===== config.mk =====
export PLATFORM = sky130hd
export DESIGN_NAME = longest_wait_process_scheduler_flat
export DESIGN_NICKNAME = d
export VERILOG_FILES = /design/src/design/lwps_pkg.sv /design/src/design/lwps_in_if.sv /design/src/design/lwps_out_if.sv /design/src/design/lwps_slot_table.sv /design/src/design/lwps_sequencer.sv /design/src/design/longest_wait_process_scheduler.sv /design/src/flat_wrapper.sv
export SDC_FILE = /design/constraint.sdc
export NUM_CORES = 2
export LEC_CHECK = 0
export ABC_CLOCK_PERIOD_IN_PS = 6060
export BUFFER_PORTS_ARGS = -buffer_cell sky130_fd_sc_hd__buf_2
export CORE_ASPECT_RATIO = 0.7
export CORE_UTILIZATION = 45
export CTS_CLUSTER_SIZE = 28
export DETAILED_ROUTE_END_ITERATION = 8
export PLACE_DENSITY_LB_ADDON = 0.12
export RECOVER_POWER = 25
export SYNTH_ARGS = -nofsm -noshare
export SYNTH_HDL_FRONTEND = slang
export SYNTH_HIERARCHICAL = 1
export SYNTH_SLANG_ARGS = --single-unit
export TNS_END_PERCENT = 50

===== constraint.sdc =====
create_clock -name clk -period 6.06 [get_ports clk]
set_input_delay 0.303 -clock clk [delete_from_list [all_inputs] [get_ports clk]]
set_output_delay 0.303 -clock clk [all_outputs]
set_load 0.005 [all_outputs]

===== src/design/lwps_pkg.sv =====
// Shared types, constants and helpers for the longest-wait process scheduler.
`default_nettype none
package lwps_pkg;

  localparam int NUM_SLOTS   = 16;
  localparam int NUM_CORES   = 4;
  localparam int COUNT_BITS  = 16;
  localparam int MAX_RESULTS = 8;

  localparam int SLOT_W     = $clog2(NUM_SLOTS);
  localparam int CORE_W     = $clog2(NUM_CORES);
  localparam int CCNT_W     = $clog2(NUM_CORES + 1);
  localparam int NRES_W     = $clog2(MAX_RESULTS + 1);
  localparam int QUANTUM_W  = 16;
  localparam int ACTIVE_W   = 3;
  localparam int CFG_DATA_W = 16;
  localparam int CFG_IDX_W  = 1;
  localparam int CMP_W      = (COUNT_BITS > QUANTUM_W) ? COUNT_BITS : QUANTUM_W;

  localparam logic [QUANTUM_W-1:0] QUANTUM_RESET = QUANTUM_W'(50);
  localparam logic [ACTIVE_W-1:0]  ACTIVE_RESET  = ACTIVE_W'(1);

  typedef enum logic [CFG_IDX_W-1:0] {
    REG_QUANTUM      = 1'd0,
    REG_ACTIVE_CORES = 1'd1
  } cfg_reg_t;

  typedef enum logic [1:0] {
    MODE_CREATE = 2'd0,
    MODE_REPORT = 2'd1,
    MODE_TICK   = 2'd2,
    MODE_WAIT   = 2'd3
  } mode_t;

  typedef enum logic [1:0] {
    KIND_DONE     = 2'd0,
    KIND_DISPATCH = 2'd1,
    KIND_PREEMPT  = 2'd2,
    KIND_ERROR    = 2'd3
  } kind_t;

  typedef enum logic [1:0] {
    ST_EMPTY = 2'd0,
    ST_READY = 2'd1,
    ST_RUN   = 2'd2,
    ST_TERM  = 2'd3
  } status_t;

  typedef enum logic [2:0] {
    TW_NONE,
    TW_INC,
    TW_CREATE,
    TW_DISPATCH,
    TW_YIELD,
    TW_FAULT,
    TW_SETWAIT
  } tbl_op_t;

  typedef struct packed {
    tbl_op_t           op;
    logic [SLOT_W-1:0] addr;
    logic [CORE_W-1:0] core;
    logic              wflag;
    logic [SLOT_W-1:0] wtgt;
  } tbl_cmd_t;

  typedef struct packed {
    status_t               status;
    logic [COUNT_BITS-1:0] run;
    logic [COUNT_BITS-1:0] stop;
    logic [CORE_W-1:0]     core;
    logic                  eligible;
  } tbl_rd_t;

  typedef struct packed {
    kind_t             kind;
    logic [CORE_W-1:0] core;
    logic [SLOT_W-1:0] slot;
  } res_t;

  function automatic logic [COUNT_BITS-1:0] sat_inc(input logic [COUNT_BITS-1:0] v);
    logic [COUNT_BITS-1:0] r;
    r = (v == '1) ? v : v + COUNT_BITS'(1);
    return r;
  endfunction

endpackage
`default_nettype wire


===== src/design/lwps_in_if.sv =====
// Input item channel: valid/ready handshake with the request fields.
`default_nettype none
interface lwps_in_if;
  logic                        valid;
  logic                        ready;
  logic [1:0]                  mode;
  logic [lwps_pkg::SLOT_W-1:0] slot;
  logic [lwps_pkg::CORE_W-1:0] core;
  logic                        report_fault;
  logic                        wait_valid;
  logic [lwps_pkg::SLOT_W-1:0] wait_slot;

  modport source (output valid, mode, slot, core, report_fault, wait_valid, wait_slot,
                  input ready);
  modport sink (input valid, mode, slot, core, report_fault, wait_valid, wait_slot,
                output ready);
endinterface
`default_nettype wire


===== src/design/lwps_out_if.sv =====
// Result channel: valid/ready handshake with the result fields.
`default_nettype none
interface lwps_out_if;
  logic                        valid;
  logic                        ready;
  logic [1:0]                  kind;
  logic [lwps_pkg::CORE_W-1:0] out_core;
  logic [lwps_pkg::SLOT_W-1:0] out_slot;
  logic                        last;

  modport source (output valid, kind, out_core, out_slot, last, input ready);
  modport sink (input valid, kind, out_core, out_slot, last, output ready);
endinterface
`default_nettype wire


===== src/design/lwps_slot_table.sv =====
// Process slot table: per-slot state, one read port, one update command per cycle.
`default_nettype none
module lwps_slot_table (
  input  wire logic                        clk,
  input  wire logic                        rst,
  input  wire lwps_pkg::tbl_cmd_t          cmd,
  input  wire logic [lwps_pkg::SLOT_W-1:0] rd_addr,
  output lwps_pkg::tbl_rd_t                rd
);

  lwps_pkg::status_t                   status     [lwps_pkg::NUM_SLOTS];
  logic [lwps_pkg::COUNT_BITS-1:0]     run_ticks  [lwps_pkg::NUM_SLOTS];
  logic [lwps_pkg::COUNT_BITS-1:0]     stop_ticks [lwps_pkg::NUM_SLOTS];
  logic [lwps_pkg::CORE_W-1:0]         slot_core  [lwps_pkg::NUM_SLOTS];
  logic                                wait_flag  [lwps_pkg::NUM_SLOTS];
  logic [lwps_pkg::SLOT_W-1:0]         wait_tgt   [lwps_pkg::NUM_SLOTS];
  logic [lwps_pkg::NUM_SLOTS-1:0]      alive;

  // a waiter is stalled while its target is ready or running
  always_comb begin
    for (int s = 0; s < lwps_pkg::NUM_SLOTS; s++) begin
      alive[s] = (status[s] == lwps_pkg::ST_READY) || (status[s] == lwps_pkg::ST_RUN);
    end
    rd.status   = status[rd_addr];
    rd.run      = run_ticks[rd_addr];
    rd.stop     = stop_ticks[rd_addr];
    rd.core     = slot_core[rd_addr];
    rd.eligible = (status[rd_addr] == lwps_pkg::ST_READY) &&
                  !(wait_flag[rd_addr] && alive[wait_tgt[rd_addr]]);
  end

  always_ff @(posedge clk) begin
    if (rst) begin
      for (int s = 0; s < lwps_pkg::NUM_SLOTS; s++) begin
        status[s]     <= lwps_pkg::ST_EMPTY;
        run_ticks[s]  <= '0;
        stop_ticks[s] <= '0;
        slot_core[s]  <= '0;
        wait_flag[s]  <= 1'b0;
        wait_tgt[s]   <= '0;
      end
    end else begin
      unique case (cmd.op)
        lwps_pkg::TW_INC: begin
          if (status[cmd.addr] == lwps_pkg::ST_RUN) begin
            run_ticks[cmd.addr] <= lwps_pkg::sat_inc(run_ticks[cmd.addr]);
          end else if (status[cmd.addr] == lwps_pkg::ST_READY) begin
            stop_ticks[cmd.addr] <= lwps_pkg::sat_inc(stop_ticks[cmd.addr]);
          end
        end
        lwps_pkg::TW_CREATE: begin
          status[cmd.addr]     <= lwps_pkg::ST_READY;
          run_ticks[cmd.addr]  <= '0;
          stop_ticks[cmd.addr] <= '0;
          slot_core[cmd.addr]  <= '0;
          wait_flag[cmd.addr]  <= 1'b0;
          wait_tgt[cmd.addr]   <= '0;
        end
        lwps_pkg::TW_DISPATCH: begin
          status[cmd.addr]     <= lwps_pkg::ST_RUN;
          slot_core[cmd.addr]  <= cmd.core;
          run_ticks[cmd.addr]  <= '0;
          stop_ticks[cmd.addr] <= '0;
        end
        lwps_pkg::TW_YIELD: begin
          status[cmd.addr]    <= lwps_pkg::ST_READY;
          run_ticks[cmd.addr] <= '0;
        end
        lwps_pkg::TW_FAULT: begin
          status[cmd.addr]     <= lwps_pkg::ST_TERM;
          run_ticks[cmd.addr]  <= '0;
          stop_ticks[cmd.addr] <= '0;
        end
        lwps_pkg::TW_SETWAIT: begin
          wait_flag[cmd.addr] <= cmd.wflag;
          wait_tgt[cmd.addr]  <= cmd.wflag ? cmd.wtgt : '0;
        end
        default: ;
      endcase
    end
  end

endmodule
`default_nettype wire


===== src/design/lwps_sequencer.sv =====
// Sequencer: item decode, slot scans with one shared comparator, core owners, result queue.
`default_nettype none
module lwps_sequencer (
  input  wire logic                           clk,
  input  wire logic                           rst,
  lwps_in_if.sink                             req,
  lwps_out_if.source                          res,
  input  wire logic [lwps_pkg::QUANTUM_W-1:0] quantum_ticks,
  input  wire logic [lwps_pkg::ACTIVE_W-1:0]  active_cores,
  output lwps_pkg::tbl_cmd_t                  tcmd,
  output logic [lwps_pkg::SLOT_W-1:0]         rd_addr,
  input  wire lwps_pkg::tbl_rd_t              rd
);

  typedef enum logic [3:0] {
    S_IDLE, S_CREATE, S_REPORT, S_SETWAIT, S_INC, S_CORE, S_PICK,
    S_PICKED, S_CHECK, S_PRE, S_EMIT, S_FLUSH
  } state_t;

  state_t                            state;
  state_t                            ret;
  logic [lwps_pkg::SLOT_W-1:0]       idx;
  logic [lwps_pkg::CCNT_W-1:0]       c;
  logic                              found;
  logic [lwps_pkg::SLOT_W-1:0]       best;
  logic [lwps_pkg::COUNT_BITS-1:0]   best_stop;
  logic [lwps_pkg::NRES_W-1:0]       n;
  logic                              pend_v;
  lwps_pkg::res_t                    pend;
  lwps_pkg::res_t                    res_new;
  logic                              out_valid;
  lwps_pkg::res_t                    out_res;
  logic                              out_last;
  logic                              owner_valid [lwps_pkg::NUM_CORES];
  logic [lwps_pkg::SLOT_W-1:0]       owner_slot  [lwps_pkg::NUM_CORES];

  logic [lwps_pkg::SLOT_W-1:0]       op_slot;
  logic [lwps_pkg::CORE_W-1:0]       op_core;
  logic                              op_fault;
  logic                              op_wv;
  logic [lwps_pkg::SLOT_W-1:0]       op_ws;

  logic                              idx_last;
  logic                              out_free;
  logic                              out_load;
  logic [7:0]                        lim8;
  logic                              c_done;
  logic [lwps_pkg::CORE_W-1:0]       c_idx;
  logic [lwps_pkg::CMP_W-1:0]        cmp_a;
  logic [lwps_pkg::CMP_W-1:0]        cmp_b;
  logic                              gt;
  logic                              create_bad;
  logic                              rep_ok;
  logic [lwps_pkg::SLOT_W-1:0]       rep_slot;
  logic                              room;

  assign req.ready    = (state == S_IDLE);
  assign res.valid    = out_valid;
  assign res.kind     = out_res.kind;
  assign res.out_core = out_res.core;
  assign res.out_slot = out_res.slot;
  assign res.last     = out_last;

  always_comb begin
    idx_last   = (idx == lwps_pkg::SLOT_W'(lwps_pkg::NUM_SLOTS - 1));
    out_free   = !out_valid || res.ready;
    lim8       = (8'(active_cores) > 8'(lwps_pkg::NUM_CORES)) ?
                 8'(lwps_pkg::NUM_CORES) : 8'(active_cores);
    c_done     = (8'(c) >= lim8);
    c_idx      = c[lwps_pkg::CORE_W-1:0];
    room       = (n < lwps_pkg::NRES_W'(lwps_pkg::MAX_RESULTS));
    out_load   = out_free && (((state == S_EMIT) && room && pend_v) || (state == S_FLUSH));
    // shared comparator: stop time during selection, run time against quantum
    cmp_a      = (state == S_PRE) ? lwps_pkg::CMP_W'(rd.run) : lwps_pkg::CMP_W'(rd.stop);
    cmp_b      = (state == S_PRE) ? lwps_pkg::CMP_W'(quantum_ticks) :
                                    lwps_pkg::CMP_W'(best_stop);
    gt         = (cmp_a > cmp_b);
    create_bad = (rd.status == lwps_pkg::ST_READY) || (rd.status == lwps_pkg::ST_RUN);
    rep_ok     = owner_valid[op_core];
    rep_slot   = owner_slot[op_core];

    rd_addr = ((state == S_CREATE) || (state == S_SETWAIT)) ? op_slot : idx;

    tcmd.op    = lwps_pkg::TW_NONE;
    tcmd.addr  = idx;
    tcmd.core  = c_idx;
    tcmd.wflag = op_wv;
    tcmd.wtgt  = op_ws;
    case (state)
      S_CREATE: begin
        tcmd.addr = op_slot;
        if (!create_bad) tcmd.op = lwps_pkg::TW_CREATE;
      end
      S_REPORT: begin
        tcmd.addr = rep_slot;
        if (rep_ok) tcmd.op = op_fault ? lwps_pkg::TW_FAULT : lwps_pkg::TW_YIELD;
      end
      S_SETWAIT: begin
        tcmd.addr = op_slot;
        tcmd.op   = lwps_pkg::TW_SETWAIT;
      end
      S_INC: tcmd.op = lwps_pkg::TW_INC;
      S_PICKED: begin
        tcmd.addr = best;
        if (found && room) tcmd.op = lwps_pkg::TW_DISPATCH;
      end
      default: ;
    endcase
  end

  always_ff @(posedge clk) begin
    if (rst) begin
      state     <= S_IDLE;
      pend_v    <= 1'b0;
      out_valid <= 1'b0;
      n         <= '0;
      for (int i = 0; i < lwps_pkg::NUM_CORES; i++) begin
        owner_valid[i] <= 1'b0;
        owner_slot[i]  <= '0;
      end
    end else begin
      if (out_valid && res.ready && !out_load) out_valid <= 1'b0;
      unique case (state)
        S_IDLE: begin
          if (req.valid) begin
            op_slot  <= req.slot;
            op_core  <= req.core;
            op_fault <= req.report_fault;
            op_wv    <= req.wait_valid;
            op_ws    <= req.wait_slot;
            n        <= '0;
            idx      <= '0;
            unique case (lwps_pkg::mode_t'(req.mode))
              lwps_pkg::MODE_CREATE: state <= S_CREATE;
              lwps_pkg::MODE_REPORT: state <= S_REPORT;
              lwps_pkg::MODE_TICK:   state <= S_INC;
              lwps_pkg::MODE_WAIT:   state <= S_SETWAIT;
              default:               state <= S_IDLE;
            endcase
          end
        end
        S_CREATE: begin
          pend   <= '{create_bad ? lwps_pkg::KIND_ERROR : lwps_pkg::KIND_DONE, '0, op_slot};
          pend_v <= 1'b1;
          state  <= S_FLUSH;
        end
        S_REPORT: begin
          if (rep_ok) begin
            owner_valid[op_core] <= 1'b0;
            owner_slot[op_core]  <= '0;
            pend <= '{lwps_pkg::KIND_DONE, op_core, rep_slot};
          end else begin
            pend <= '{lwps_pkg::KIND_ERROR, op_core, '0};
          end
          pend_v <= 1'b1;
          state  <= S_FLUSH;
        end
        S_SETWAIT: begin
          pend   <= '{lwps_pkg::KIND_DONE, '0, op_slot};
          pend_v <= 1'b1;
          state  <= S_FLUSH;
        end
        S_INC: begin
          idx <= idx + 1'b1;
          if (idx_last) begin
            c     <= '0;
            state <= S_CORE;
          end
        end
        S_CORE: begin
          if (c_done) begin
            idx   <= '0;
            state <= S_CHECK;
          end else if (owner_valid[c_idx]) begin
            c <= c + 1'b1;
          end else begin
            idx   <= '0;
            found <= 1'b0;
            state <= S_PICK;
          end
        end
        S_PICK: begin
          // strict compare keeps the lower slot on equal stop times
          if (rd.eligible && (!found || gt)) begin
            found     <= 1'b1;
            best      <= idx;
            best_stop <= rd.stop;
          end
          idx <= idx + 1'b1;
          if (idx_last) state <= S_PICKED;
        end
        S_PICKED: begin
          if (found && room) begin
            owner_valid[c_idx] <= 1'b1;
            owner_slot[c_idx]  <= best;
            res_new <= '{lwps_pkg::KIND_DISPATCH, c_idx, best};
            c       <= c + 1'b1;
            ret     <= S_CORE;
            state   <= S_EMIT;
          end else begin
            idx   <= '0;
            state <= S_CHECK;
          end
        end
        S_CHECK: begin
          if (rd.eligible) begin
            idx   <= '0;
            state <= S_PRE;
          end else begin
            idx <= idx + 1'b1;
            if (idx_last) state <= S_FLUSH;
          end
        end
        S_PRE: begin
          idx <= idx + 1'b1;
          if ((rd.status == lwps_pkg::ST_RUN) && gt) begin
            res_new <= '{lwps_pkg::KIND_PREEMPT, rd.core, idx};
            ret     <= idx_last ? S_FLUSH : S_PRE;
            state   <= S_EMIT;
          end else if (idx_last) begin
            state <= S_FLUSH;
          end
        end
        S_EMIT: begin
          // one result held back so the final one can carry last
          if (!room) begin
            state <= ret;
          end else if (!pend_v) begin
            pend   <= res_new;
            pend_v <= 1'b1;
            n      <= n + 1'b1;
            state  <= ret;
          end else if (out_free) begin
            out_res   <= pend;
            out_last  <= 1'b0;
            out_valid <= 1'b1;
            pend      <= res_new;
            n         <= n + 1'b1;
            state     <= ret;
          end
        end
        S_FLUSH: begin
          if (out_free) begin
            out_res   <= pend_v ? pend : lwps_pkg::res_t'{lwps_pkg::KIND_DONE, '0, '0};
            out_last  <= 1'b1;
            out_valid <= 1'b1;
            pend_v    <= 1'b0;
            state     <= S_IDLE;
          end
        end
        default: state <= S_IDLE;
      endcase
    end
  end

endmodule
`default_nettype wire


===== src/design/longest_wait_process_scheduler.sv =====
// Top level: configuration registers, slot table and scheduling sequencer.
// Create, core report, set-wait: the item's state updates the table, then S_FLUSH registers
// the result and returns to S_IDLE for the next item. Tick: a counter sweep over all 16 slots;
// per active core, a skip if busy or else a longest-wait scan and dispatch; a waiter search and,
// if one is left, a quantum scan for preempts, all serial on one slot-read port and comparator.
// Synchronous reset empties all slots, frees all cores, quantum 50, one active core.
`default_nettype none
module longest_wait_process_scheduler (
  input  wire logic                            clk,
  input  wire logic                            rst,
  lwps_in_if.sink                              req,
  lwps_out_if.source                           res,
  input  wire logic                            cfg_we,
  input  wire logic [lwps_pkg::CFG_IDX_W-1:0]  cfg_index,
  input  wire logic [lwps_pkg::CFG_DATA_W-1:0] cfg_data
);

  logic [lwps_pkg::QUANTUM_W-1:0] quantum_ticks;
  logic [lwps_pkg::ACTIVE_W-1:0]  active_cores;
  lwps_pkg::tbl_cmd_t             tcmd;
  lwps_pkg::tbl_rd_t              trd;
  logic [lwps_pkg::SLOT_W-1:0]    rd_addr;

  always_ff @(posedge clk) begin
    if (rst) begin
      quantum_ticks <= lwps_pkg::QUANTUM_RESET;
      active_cores  <= lwps_pkg::ACTIVE_RESET;
    end else if (cfg_we) begin
      unique case (lwps_pkg::cfg_reg_t'(cfg_index))
        lwps_pkg::REG_QUANTUM:      quantum_ticks <= cfg_data[lwps_pkg::QUANTUM_W-1:0];
        lwps_pkg::REG_ACTIVE_CORES: active_cores  <= cfg_data[lwps_pkg::ACTIVE_W-1:0];
        default: ;
      endcase
    end
  end

  lwps_slot_table u_table (
    .clk     (clk),
    .rst     (rst),
    .cmd     (tcmd),
    .rd_addr (rd_addr),
    .rd      (trd)
  );

  lwps_sequencer u_seq (
    .clk           (clk),
    .rst           (rst),
    .req           (req),
    .res           (res),
    .quantum_ticks (quantum_ticks),
    .active_cores  (active_cores),
    .tcmd          (tcmd),
    .rd_addr       (rd_addr),
    .rd            (trd)
  );

endmodule
`default_nettype wire

===== src/flat_wrapper.sv =====
// flat-port wrapper written by rule: the top's interface ports become plain ports
module longest_wait_process_scheduler_flat 
  (clk, rst, cfg_we, cfg_index, cfg_data, req_valid, req_mode, req_slot, req_core, req_report_fault, req_wait_valid, req_wait_slot, req_ready, res_valid, res_kind, res_out_core, res_out_slot, res_last, res_ready);
  lwps_in_if req_i ();
  lwps_out_if res_i ();
  input  wire logic clk;
  input  wire logic rst;
  input  wire logic cfg_we;
  input  wire logic [lwps_pkg::CFG_IDX_W-1:0] cfg_index;
  input  wire logic [lwps_pkg::CFG_DATA_W-1:0] cfg_data;
  input wire logic [$bits(req_i.valid)-1:0] req_valid;
  input wire logic [$bits(req_i.mode)-1:0] req_mode;
  input wire logic [$bits(req_i.slot)-1:0] req_slot;
  input wire logic [$bits(req_i.core)-1:0] req_core;
  input wire logic [$bits(req_i.report_fault)-1:0] req_report_fault;
  input wire logic [$bits(req_i.wait_valid)-1:0] req_wait_valid;
  input wire logic [$bits(req_i.wait_slot)-1:0] req_wait_slot;
  output wire logic [$bits(req_i.ready)-1:0] req_ready;
  output wire logic [$bits(res_i.valid)-1:0] res_valid;
  output wire logic [$bits(res_i.kind)-1:0] res_kind;
  output wire logic [$bits(res_i.out_core)-1:0] res_out_core;
  output wire logic [$bits(res_i.out_slot)-1:0] res_out_slot;
  output wire logic [$bits(res_i.last)-1:0] res_last;
  input wire logic [$bits(res_i.ready)-1:0] res_ready;
  assign req_i.valid = req_valid;
  assign req_i.mode = req_mode;
  assign req_i.slot = req_slot;
  assign req_i.core = req_core;
  assign req_i.report_fault = req_report_fault;
  assign req_i.wait_valid = req_wait_valid;
  assign req_i.wait_slot = req_wait_slot;
  assign req_ready = req_i.ready;
  assign res_valid = res_i.valid;
  assign res_kind = res_i.kind;
  assign res_out_core = res_i.out_core;
  assign res_out_slot = res_i.out_slot;
  assign res_last = res_i.last;
  assign res_i.ready = res_ready;
  longest_wait_process_scheduler u_core (.clk(clk), .rst(rst), .req(req_i), .res(res_i), .cfg_we(cfg_we), .cfg_index(cfg_index), .cfg_data(cfg_data));
endmodule

* Word level (Yosys, flattened, before mapping)
Memories as Yosys holds them, arrays and structs flattened. A register that Yosys moved wholly into a read port is not among the register bits.
Cells that the tools add are included.
** Operators by class
- Add/sub/neg operators :: 5
- $lt $le $gt $ge :: 5
- Eq/ne operators :: 76
- Multiplexer cells :: 160
- Bitwise logic cells :: 15
- Reduce and logical (&&, ||, !) cells :: 71
** Operators with widths (count)
- $mux 16 :: 13
- $mux 4 :: 34
- $mux 8 :: 11
- $mux 1 :: 62
- $eq 2x2->1 const B :: 20
- $pmux 4 s10 :: 1
- $eq 2x1->1 const B :: 19
- $mux 2 :: 18
- $add 16x1->16 const B :: 2
- $eq 16x16->1 const B :: 2
- $pmux 8 s2 :: 2
- $pmux 8 s4 :: 1
- $reduce_or 16->1 :: 2
- $ne 2x2->1 const B :: 13
- $logic_or 1x1->1 :: 21
- $eq 4x4->1 const B :: 5
- $pmux 4 s5 :: 1
- $mux 3 :: 6
- $reduce_and 6->1 :: 3
- $eq 4x3->1 const B :: 4
- $gt 16x16->1 :: 1
- $pmux 4 s2 :: 2
- $pmux 4 s4 :: 1
- $pmux 3 s5 :: 1
- other kinds (37) :: 87
** Word-level totals
- Flip-flop bits (word level) :: 98
- RAM bits :: 676
- Bits of input ports :: 36
- Memories kept :: 8
** Memories
- u_core.u_table.run_ticks :: depth 16, bits a word 16, read ports 2, clocked after Yosys merged registers in 0, write ports 16, line lwps_slot_table.sv:12 : logic [lwps_pkg::COUNT_BITS-1:0] run_ticks [lwps_pkg::NUM_SLOTS];
- u_core.u_table.stop_ticks :: depth 16, bits a word 16, read ports 2, clocked after Yosys merged registers in 0, write ports 16, line lwps_slot_table.sv:13 : logic [lwps_pkg::COUNT_BITS-1:0] stop_ticks [lwps_pkg::NUM_SLOTS];
- u_core.u_table.wait_tgt :: depth 16, bits a word 4, read ports 1, clocked after Yosys merged registers in 0, write ports 16, line lwps_slot_table.sv:16 : logic [lwps_pkg::SLOT_W-1:0] wait_tgt [lwps_pkg::NUM_SLOTS];
- u_core.u_table.slot_core :: depth 16, bits a word 2, read ports 1, clocked after Yosys merged registers in 0, write ports 16, line lwps_slot_table.sv:14 : logic [lwps_pkg::CORE_W-1:0] slot_core [lwps_pkg::NUM_SLOTS];
- u_core.u_table.status :: depth 16, bits a word 2, read ports 18, clocked after Yosys merged registers in 0, write ports 16, line lwps_slot_table.sv:11 : lwps_pkg::status_t status [lwps_pkg::NUM_SLOTS];
- u_core.u_seq.owner_slot :: depth 4, bits a word 4, read ports 1, clocked after Yosys merged registers in 1, write ports 4, line lwps_sequencer.sv:35 : logic [lwps_pkg::SLOT_W-1:0] owner_slot [lwps_pkg::NUM_CORES];
- +2 memories

* Depth between registers and ports, before layout
An unclocked memory read counts as a cell.
- Word-level depth :: 18
- Depth in mapped cells :: 24
- Depth with buffers taken out :: 17

* Cells and area by module
The synthesis kept the hierarchy.
** By module, submodules not included
- lwps_slot_table :: instances 1, cells an instance 2291, area each 34346.7 um^2, seq. area each 19698.9 um^2
- lwps_sequencer :: instances 1, cells an instance 458, area each 5521.5 um^2, seq. area each 2922.8 um^2
- longest_wait_process_scheduler :: instances 1, cells an instance 83, area each 883.3 um^2, seq. area each 380.4 um^2

* Worst setup path after synthesis
Ideal clock, no wire load.
- Path kind :: reg2reg
- Start :: register u_core.u_seq.state[2]
- End :: register u_core/u_seq/best[0] (netlist bit) (enable)
- Library setup time :: 0.397 ns
- Arrival time :: 6.296 ns
- Required time :: 5.663 ns
- Path slack :: -0.633 ns
- Cell stages (with the launch flop) :: 20
- Path buffers :: 7
- Cells stage by stage :: dfxtp_1 -> buf_2 -> buf_1 -> nor2_1 -> mux2_2 -> clkbuf_1 -> buf_2 -> buf_2 -> clkbuf_1 -> buf_1 -> mux4_2 -> mux4_2 -> mux2_2 -> ha_1 -> nor2b_1 -> o211ai_1 -> a2111oi_0 -> or4b_1 -> a21boi_0 -> nor2_1
** RTL lines
- start: declaration :: line lwps_sequencer.sv:20 : state_t state;
- start signal: assignment :: line lwps_sequencer.sv:227 : state <= ret;
- start signal: assignment :: line lwps_sequencer.sv:232 : state <= ret;
- start signal: assignment :: line lwps_sequencer.sv:239 : state <= ret;
- end signal: assignment :: line lwps_sequencer.sv:186 : best <= idx;
- end: declaration :: line lwps_sequencer.sv:25 : logic [lwps_pkg::SLOT_W-1:0] best;

==> results.toml <==
[placement]
io_buffers = 46
dp_hpwl_mm = 86.5
routabilityCongestion = 0.909
placed_area_sq_um = 42700
dp_slack_ps = 511
placed_cells_incl_taps = 3995

[synthesis]
synth.area.top_cells = "edfxtp_1 55%, mux4_2 20%, nor2_1 6.0%"
async_flop_share_pct = 0
syn_avg_cell_area_sq_um = 14.4
ys_seq_area_share_pct = 56.4
synthCells = 2832
ys_ff_latch = 777
synthesis.area_sq_um = 40800
synth_nets = 2897
synth_top_area_cell = "edfxtp_1"
synth_edf_count = 744
synth_top_area_share_pct = 54.8
yosys_warnings = 6
synth_ff_type = "edfxtp_1"
synth.distinct_cells = 100

[sta]
fin_skew_ps = 34.7
period_needed_ps = 5770
rsz0062_at_grt = "no"
fin_crit_sh_pct = 95.1
worst_slew_pin_slew_ps = 4540
clock.fmax_mhz = 173
fin_setup_tns_ps = 0
drv_slew = 122
setup_ws_ps = 295
slew_headroom_pct = -203
hold_slack_ps = 71.2
hold_viol_final = 0
setup_viol = 0

[finish]
drive_gt1_share_pct = 24.3
fillers = 7437
final_cell_mix = "744 x edfxtp_1, 653 x nor2_1, 357 x mux4_2"
final_area_sq_um = 45300
fin_util_pct = 51.0
final_nets = 2959
final_cells = 4166
layout_commonest_cell = "edfxtp_1"
area.sequential_sq_um = 23000
area_delta_synth_final_pct = 11.3
multiInputGateArea_sq_um = 16600

[global_route]
grt_pass1_wl_mm = 188
grt_overflow = 0
antenna_found_initial = 3
grt_max_degree = 105
grt_pass1_vias = 26100
grt_usage_pct = 28.8

[pwr]
p_per_area_nw_per_um2 = 527
total_power_mw = 23.9
power.leakage_nw = 15.4
ir_drop_mv = 0.381

[worst_setup_path]
reg2reg_slack_ps = 290
slowest_delay_ps = 660
critPathMaxFanout = 55
required_ps = 6310
cp.arrival_ps = 6010
start_kind = "flop"
critical_path_class = "reg -> reg"
critPathTopFamily = "multiplexers"
worstSetupEndpointType = "flop"
critPathBufInv = 3
cpMaxStageDelayCell = "or4b_1"
path_cells = "inv_1 -> nand2_1 -> nor2_1 -> buf_4 -> mux2_8 -> buf_4 -> mux4_2 -> mux4_2 -> mux2_2 -> ha_1 -> a21o_1 -> nand3_1 -> a211oi_1 -> or4b_1 -> a21boi_0 -> o32ai_1"

[clock_network]
clkTransAtPathRegs_ps = 70
cts_root_buffer = "clkbuf_16"
clkSinkCount = 777
cts_buffers = 80
post-cts-setup-buffers = 0
htreeDepth = 3
clk_latency_ps = 670
cts_tree = "yes"
clockBufferDepth = 3

[detailed_routing]
ant_nets = 0
wl_per_cell_microns = 31.5
finalWirelength_mm = 131
drt-initial-drc-count = 3486
post-route-drc-count = 0
first_pass_iters = 8
via_count = 26800
vias_per_cell = 6.44

[run_status]
violations = "max-capacitance violations, max-slew violations"
status = "finished, violations left"

[floorplanning]
core_area_sq_um = 88900
dieArea_sq_um = 91800
die_y_microns = 254
num_rows = 91
ios = 47
fp.dieW_microns = 362
start_util_pct = 45.8

[flow_run]
maxCapViolCount = 2

[worst_hold_path]
holdCritPathClass = "in -> reg"
-- power by group --
| part | internal [mW] | total (mW) | switching (mW) |
|---|---|---|---|
| combinational | 4.88 | 12.5 | 7.67 |
| sequential | 6.31 | 6.51 | 0.198 |
| clock | 2.70 | 4.84 | 2.14 |
| total | 13.9 | 23.9 | 10.0 |
-- final cells by class --
class,count,area share [%]
antenna,1,0.00552
inverter,28,0.235
clock buffer,107,4.89
timing repair buffer,198,3.60
multi-input combinational,1809,36.6
clock inverter,37,0.607
sequential,777,50.7
tap,1209,3.34
-- cell usage after synthesis (15+ instances only) --
master and instances:
buf_4 26, nor2b_1 54, buf_2 42, nand3_1 35, mux4_1 17, dfxtp_1 33, a21oi_1 36, mux2i_1 35
clkbuf_1 114, nand2b_1 58, nor3_1 68, nand2_1 129, inv_1 26, nor2_1 654, ha_1 29, xnor2_1 15
a21o_1 38, buf_1 16, mux2_2 28, mux4_2 357, edfxtp_1 744, o21bai_1 18, and2_1 21
-- final timing paths --
check / depth (start not counted) / end / start
max: 16 / u_core/u_seq/found / u_core/u_seq/state[3]
min: 3 / u_core/quantum_ticks[5] / cfg_data[5]
max reg2reg: 16 / u_core/u_seq/found / u_core/u_seq/state[3]
min reg2reg: 1 / u_core/active_cores[0] / u_core/active_cores[0]
-- sequential cells by signal, indices dropped and copies added, names as in the netlist, 8 cells and up, named ones only --
name and count:
u_core/u_table/run_ticks 256, u_core/u_table/wait_flag 16, u_core/u_seq/best_stop 16, u_core/u_table/slot_core 32, u_core/u_table/stop_ticks 256, u_core/u_table/status 32
u_core/u_seq/owner_slot 16, u_core/u_table/wait_tgt 64, u_core/u_seq/pend 8, u_core/u_seq/res_new 8, u_core/quantum_ticks 16
-- worst min-delay path, cell delays in order --
cell     delay [ps]
buf_2            80
nor2_1          120
mux2i_1         180
-- per-layer routing --
layer	track usage, %	vias up	part of all wire (%)
met5	0	-	0.0099
met1	42.1	13800	42
met2	41.5	1746	43
met4	8.60	2	2.9
li1	-	11000	-
met3	8.63	234	12
-- timing repair --
| action | in CTS | in global routing |
|---|---|---|
| hold buffers | 26 | 0 |
| endpoints found under the hold margin | 30 | 0 |
| resized for setup | 0 | 0 |
-- kinds of logic after synthesis --
logic type	Yosys count	share of synthesized area [%]
adders and majority gates	29	0.890
muxes	443	22.7
and+or+nand+nor	1105	12.4
DFF	777	56.4
buffers and inverters	246	3.11
AOI/OAI and AO/OA	197	3.62
xor gates and xnor gates	35	0.890
Note: power is estimated with default switching activity, not from simulation.
